--- src/tt_pkg.sv ---
package tt_pkg;

  // operation codes carried in the func field
  localparam logic [1:0] FUNC_PROBE = 2'd0;
  localparam logic [1:0] FUNC_STORE = 2'd1;
  localparam logic [1:0] FUNC_CLEAR = 2'd2;

  // bound kinds, same encoding for stored and requested entries
  localparam logic [1:0] KIND_NONE  = 2'd0;
  localparam logic [1:0] KIND_EXACT = 2'd1;
  localparam logic [1:0] KIND_UPPER = 2'd2;
  localparam logic [1:0] KIND_LOWER = 2'd3;

  // configuration register indexes
  localparam int unsigned CFG_IDX_BITS  = 8;
  localparam int unsigned CFG_DATA_BITS = 16;
  localparam logic [CFG_IDX_BITS-1:0] CFG_MATE_THRESHOLD = 8'd0;
  localparam logic [CFG_IDX_BITS-1:0] CFG_INFINITY_SCORE = 8'd1;

  localparam logic [14:0] MATE_THRESHOLD_RST = 15'd30000;
  localparam logic [14:0] INFINITY_SCORE_RST = 15'd32000;

  typedef struct packed {
    logic        [1:0]  func;
    logic        [63:0] position_key;
    logic signed [15:0] alpha_in;
    logic signed [15:0] beta_in;
    logic signed [7:0]  search_depth;
    logic signed [15:0] score_in;
    logic        [31:0] best_move;
    logic        [1:0]  bound_kind;
    logic        [6:0]  ply_from_root;
  } item_t;

  typedef struct packed {
    logic               hit;
    logic        [31:0] found_move;
    logic        [1:0]  found_kind;
    logic signed [7:0]  found_depth;
    logic signed [15:0] found_score;
    logic signed [15:0] alpha_out;
    logic signed [15:0] beta_out;
  } result_t;

endpackage

--- src/tt_mate.sv ---
module tt_mate import tt_pkg::*; (
  input  logic signed [15:0] score_i,
  input  logic        [6:0]  ply_i,
  input  logic               undo_i,
  input  logic        [14:0] mate_threshold_i,
  input  logic        [14:0] infinity_score_i,
  output logic signed [15:0] score_o
);

  logic signed [16:0] s_ext;
  logic signed [16:0] mt_ext;
  logic signed [16:0] inf_ext;
  logic               mate_pos;
  logic               mate_neg;
  logic               add_ply;
  logic               sub_ply;
  logic signed [17:0] sum;

  // mate range classification
  always_comb begin
    s_ext    = {score_i[15], score_i};
    mt_ext   = {2'b00, mate_threshold_i};
    inf_ext  = {2'b00, infinity_score_i};
    mate_pos = (s_ext > mt_ext) && (s_ext <= inf_ext);
    mate_neg = (s_ext < -mt_ext) && (s_ext >= -inf_ext);
  end

  // store moves mate scores outward, probe moves them back
  assign add_ply = (mate_pos && !undo_i) || (mate_neg && undo_i);
  assign sub_ply = (mate_neg && !undo_i) || (mate_pos && undo_i);

  always_comb begin
    sum = {{2{score_i[15]}}, score_i};
    if (add_ply) begin
      sum = sum + $signed({11'd0, ply_i});
    end else if (sub_ply) begin
      sum = sum - $signed({11'd0, ply_i});
    end
  end

  // saturate to 16 bits
  always_comb begin
    if (sum > 18'sd32767) begin
      score_o = 16'sh7fff;
    end else if (sum < -18'sd32768) begin
      score_o = 16'sh8000;
    end else begin
      score_o = sum[15:0];
    end
  end

endmodule

--- config.mk ---
export PLATFORM = sky130hd
export DESIGN_NAME = tt_mate
export DESIGN_NICKNAME = d
export VERILOG_FILES = /design/src/tt_pkg.sv /design/src/tt_mate.sv
export SDC_FILE = /design/constraint.sdc
export NUM_CORES = 1
export LEC_CHECK = 0
export BUFFER_PORTS_ARGS = -buffer_cell sky130_fd_sc_hd__buf_2
export CORE_UTILIZATION = 56
export DETAILED_ROUTE_END_ITERATION = 7
export MAX_ROUTING_LAYER = met4
export PLACE_DENSITY = 0.82
export SLEW_MARGIN = 5
export SYNTH_ARGS = -nofsm -noshare
export SYNTH_HDL_FRONTEND = slang
export SYNTH_SLANG_ARGS = --single-unit
export TNS_END_PERCENT = 10
--- constraint.sdc ---
create_clock -name vclk -period 7.21
set_clock_uncertainty 0.05 [all_clocks]
set_input_delay 0.3605 -clock vclk [all_inputs]
set_output_delay 0.3605 -clock vclk [all_outputs]
set_load 0.005 [all_outputs]
Word level (Yosys, flattened, before mapping). Index checks and enable logic that the tools add are counted.

Add/sub/neg operators: 4. $lt $le $gt $ge: 6. Reduce and logical (&&, ||, !) cells: 9. Mux-type cells: 4.

Operators by type and width (count): $mux 18 (2); $neg 15->17 (2); $mux 16 (2); $gt 18x16->1 const B (1); $lt 18x16->1 const B (1); $add 16x8->17 (1); $ge 16x17->1 (1); $lt 16x17->1 (1); $sub 16x8->17 (1); $gt 16x16->1 (1); $le 16x16->1 (1); $logic_and 1x1->1 (6); $logic_or 1x1->1 (2); $logic_not 1->1 (1).

Word-level logic and storage cells: 23. Input bits: 54. Bits in registers: 0. Output and inout port bits: 16.

Depth between registers and ports, before layout.
Word-level depth: 10. Gate-level depth with buffers: 21. Mapped depth without buffers: 20.

Least setup slack after synthesis. No wires, ideal clock.

Kind: input to output. Start: input mate_threshold_i[2]. End: output score_o[10]. Slack: 2256 ps. Required time: 6799 ps. Cell stages on the path: 19. Buffers on the path: 1. Arrival: 4544 ps. Path through: nor2_1 -> nand3_1 -> nor2_1 -> nand3_1 -> or3_1 -> or3_1 -> or3_1 -> xnor2_1 -> ha_1 -> nand2_1 -> or2_2 -> a2111oi_0 -> o31ai_1 -> and3_4 -> mux2_4 -> and3_2 -> a22oi_4 -> buf_4 -> maj3_2.

Cells in the longest elaborated chain, start to end: 10.

RTL lines: start: declaration (RTL line tt_mate.sv:5) `input logic [14:0] mate_threshold_i,`; $neg 15->17 (RTL line tt_mate.sv:25) `mate_neg = (s_ext < -mt_ext) && (s_ext >= -inf_ext);`; $lt 16x17->1 (RTL line tt_mate.sv:25); $logic_and 1x1->1 (RTL line tt_mate.sv:25); $logic_and 1x1->1 (RTL line tt_mate.sv:30) `assign sub_ply = (mate_neg && !undo_i) || (mate_pos && undo_i);`; $logic_or 1x1->1 (RTL line tt_mate.sv:30); $mux 18 (RTL line tt_mate.sv:36) `end else if (sub_ply) begin`; $mux 18 (*) (RTL line tt_mate.sv:34) `if (add_ply) begin`; $lt 18x16->1 (RTL line tt_mate.sv:45) `end else if (sum < -18'sd32768) begin`; $mux 16 (RTL line tt_mate.sv:45); $mux 16 (*) (RTL line tt_mate.sv:43) `if (sum > 18'sd32767) begin`; end: declaration (RTL line tt_mate.sv:7) `output logic signed [15:0] score_o`.

Every way passes the cells marked *; elsewhere a longest branch is shown, timed or not.

Final worst setup path.
Start: input mate_threshold_i[2]. End: output score_o[9].

The elaborated chain is that of the path after synthesis.

==> run_results.csv <==
group,metric,value,unit
synth,synth.most_common_cell,"ha_1",
placement,dp_hpwl,6.88,mm
grt,track_usage,26.9,%
synth,synth_top_area_cell,"ha_1",
cells_and_area,n_sequential_cell,0,
setup_path,crit_required,6.80,ns
cells_and_area,regArea,0,sq um
grt,grt_pass1_vias,3161,
die,die_y,77.4,um
synth,avgSynthCellArea,7.66,sq um
timing,rsz0062_at_grt,"no",
timing,final-hold-violation-count,0,
cells_and_area,drive_gt1_share,19.9,%
setup_path,path_cells,"buf_2 > nor2_1 > nand3_1 > nor2_1 > nand3_1 > or3_1 > or3_1 > or3_1 > xnor2_1 > ha_1 > nand2_1 > or2_2 > a2111oi_0 > o31ai_1 > and3_4 > mux2i_1 > o21ai_0 > xor2_1 > maj3_2 > buf_2",
drt,final_antenna_net_count,0,
die,ios,70,
power_and_ir_drop,total_leakage_power,0.00184,uW
placement,post-place-cells,555,
timing,period_minus_slack,5.84,ns
power_and_ir_drop,p_per_area,62.3,nW/um^2
die,start_util,57.9,%
drt,wirelength,7.80,mm
die,num_rows,27,
setup_path,max_stage_delay,0.64,ns
drt,dr.pass1.iters,4,
placement,globalplace.congestion,0.925,
synth,synth_commonest_cells,"ha_1, inv_1, xnor2_1, a21oi_1, nor2_1",
timing,fmax,171,MHz
hold_path,hp-class,"in2out",
setup_path,cpMostUsedCell,"or3_1",
job,maxCapViolCount,0,
setup_path,criticalPathCategory,"in2out",
cells_and_area,synthToLayoutAreaGrowth,13.2,%
cells_and_area,layout.nets,619,
drt,post_drt_via_cell_ratio,5.92,
synth,yosys-top-cells-area,"ha_1, xnor2_1, inv_1",
grt,grt_overflow,0,
timing,maxSlewHeadroom,44.8,%
cells_and_area,n_clock_buffer,0,
drt,drc,0,
synth,synth_nets,550,
timing,holdWs,1.15,ns
synth,synth_seq_area_share,0,%
timing,tightest_slew,0.805,ns
grt,grt_max_degree,17,
timing,fin_crit_sh,81.0,%
setup_path,start_kind,"input port",
setup_path,critPathArrivalTime,5.43,ns
setup_path,endpoint_kind,"primary output",
synth,syn_inst,416,
timing,finalSetupViolCount,0,
die,die_area,5990,sq um
die,core_area,5510,sq um
power_and_ir_drop,ir_drop,0.0303,mV
clocking,cts_hold_buffers,0,
drt,avgRoutedWirePerCell,14.1,um
synth,synth.distinct_cells,67,
timing,slew_violations,0,
cells_and_area,num_antenna_cells,0,
setup_path,path_max_fanout,11,
setup_path,critical-path-slowest-cell,"mux2i_1",
synth,syn-cell-area,3190,sq um
clocking,post_cts_resize_count,0,
cells_and_area,stdcell_count,555,
outcome,outcome,"complete, no violations",
clocking,cts_setup_buffers,0,
placement,port_buffers,70,
drt,vias,3287,
die,die_w,77.4,um
drt,first_iter_violations,113,
synth,synth_top_area_share,30.6,%
synth,yosys_warnings,0,
grt,grt_pass1_wl,13.2,mm
timing,setup-tns-final,0,ns
grt,antenna_found_initial,0,
## worst max-delay path: cells and delay by family
family | cells | cell delay [ns]
and+or+nand+nor | 10 | 2.27
AOI/OAI and AO/OA | 3 | 0.97
muxes | 1 | 0.64
adders and majority gates | 2 | 0.59
xor gates and xnor gates | 2 | 0.35
buffers and inverters | 2 | 0.25
## per-layer routing
metal,routed length [um],GRT usage (%)
met5,0,-
met2,4000,51.9
met4,97,4.91
met3,307,0.706
met1,3400,30.8
## layout by cell type (no fill, tap or decap), types with 7 or more instances in the layout
cell       n
nor2b_1    7
ha_1      78
xor2_1    13
inv_1     52
nand4_1   14
maj3_2    10
o21ai_0   14
xnor2_1   28
a21oi_1   26
nor3_1    14
nand3_1   16
buf_2     70
or3_1      9
nand2_1   18
a21o_1     9
o21bai_1   7
nor2_1    20
## final timing paths
| check | startpoint | end | slack, ns | depth (start not counted) |
|---|---|---|---|---|
| max | mate_threshold_i[2] | score_o[9] | 1.37 | 20 |
| min | score_i[0] | score_o[0] | 1.15 | 5 |
## through the flow
step	utilization, %	instance area, sq um	worst slack [ns]	power [uW]
after floorplan	-	3190	2.26	151
after global placement	65.5	3610	1.64	215
after detailed placement	65.5	3610	1.44	223
after CTS	65.5	3610	1.41	224
after global routing	65.5	3610	1.06	252
final	65.5	3610	1.37	225
## report_power, final
group,internal (uW),total [uW],switching (uW)
clock network,0,0,0
registers,0,0,0
logic,101,225,124
## logic make-up (layout without fill, tap and decap cells)
logic type / count (synthesis) / in the layout / share of synthesized area, %
AO/OA/AOI/OAI: 101 / 101 / 23.1
XOR/XNOR: 42 / 42 / 11.8
adder cells (fa/ha/maj): 95 / 95 / 37.0
buffers and inverters: 56 / 123 / 6.99
multiplexers: 2 / 2 / 0.785
AND/OR/NAND/NOR: 120 / 120 / 20.3
## area by class of cell
cell class | count | area (sq um)
Multi-Input combinational cell | 360 | 2960
Fill cell | 477 | 1900
Timing Repair Buffer | 71 | 358
Inverter | 52 | 195
Tap cell | 72 | 90.1
No activity file was read; power rests on OpenSTA's default activity.
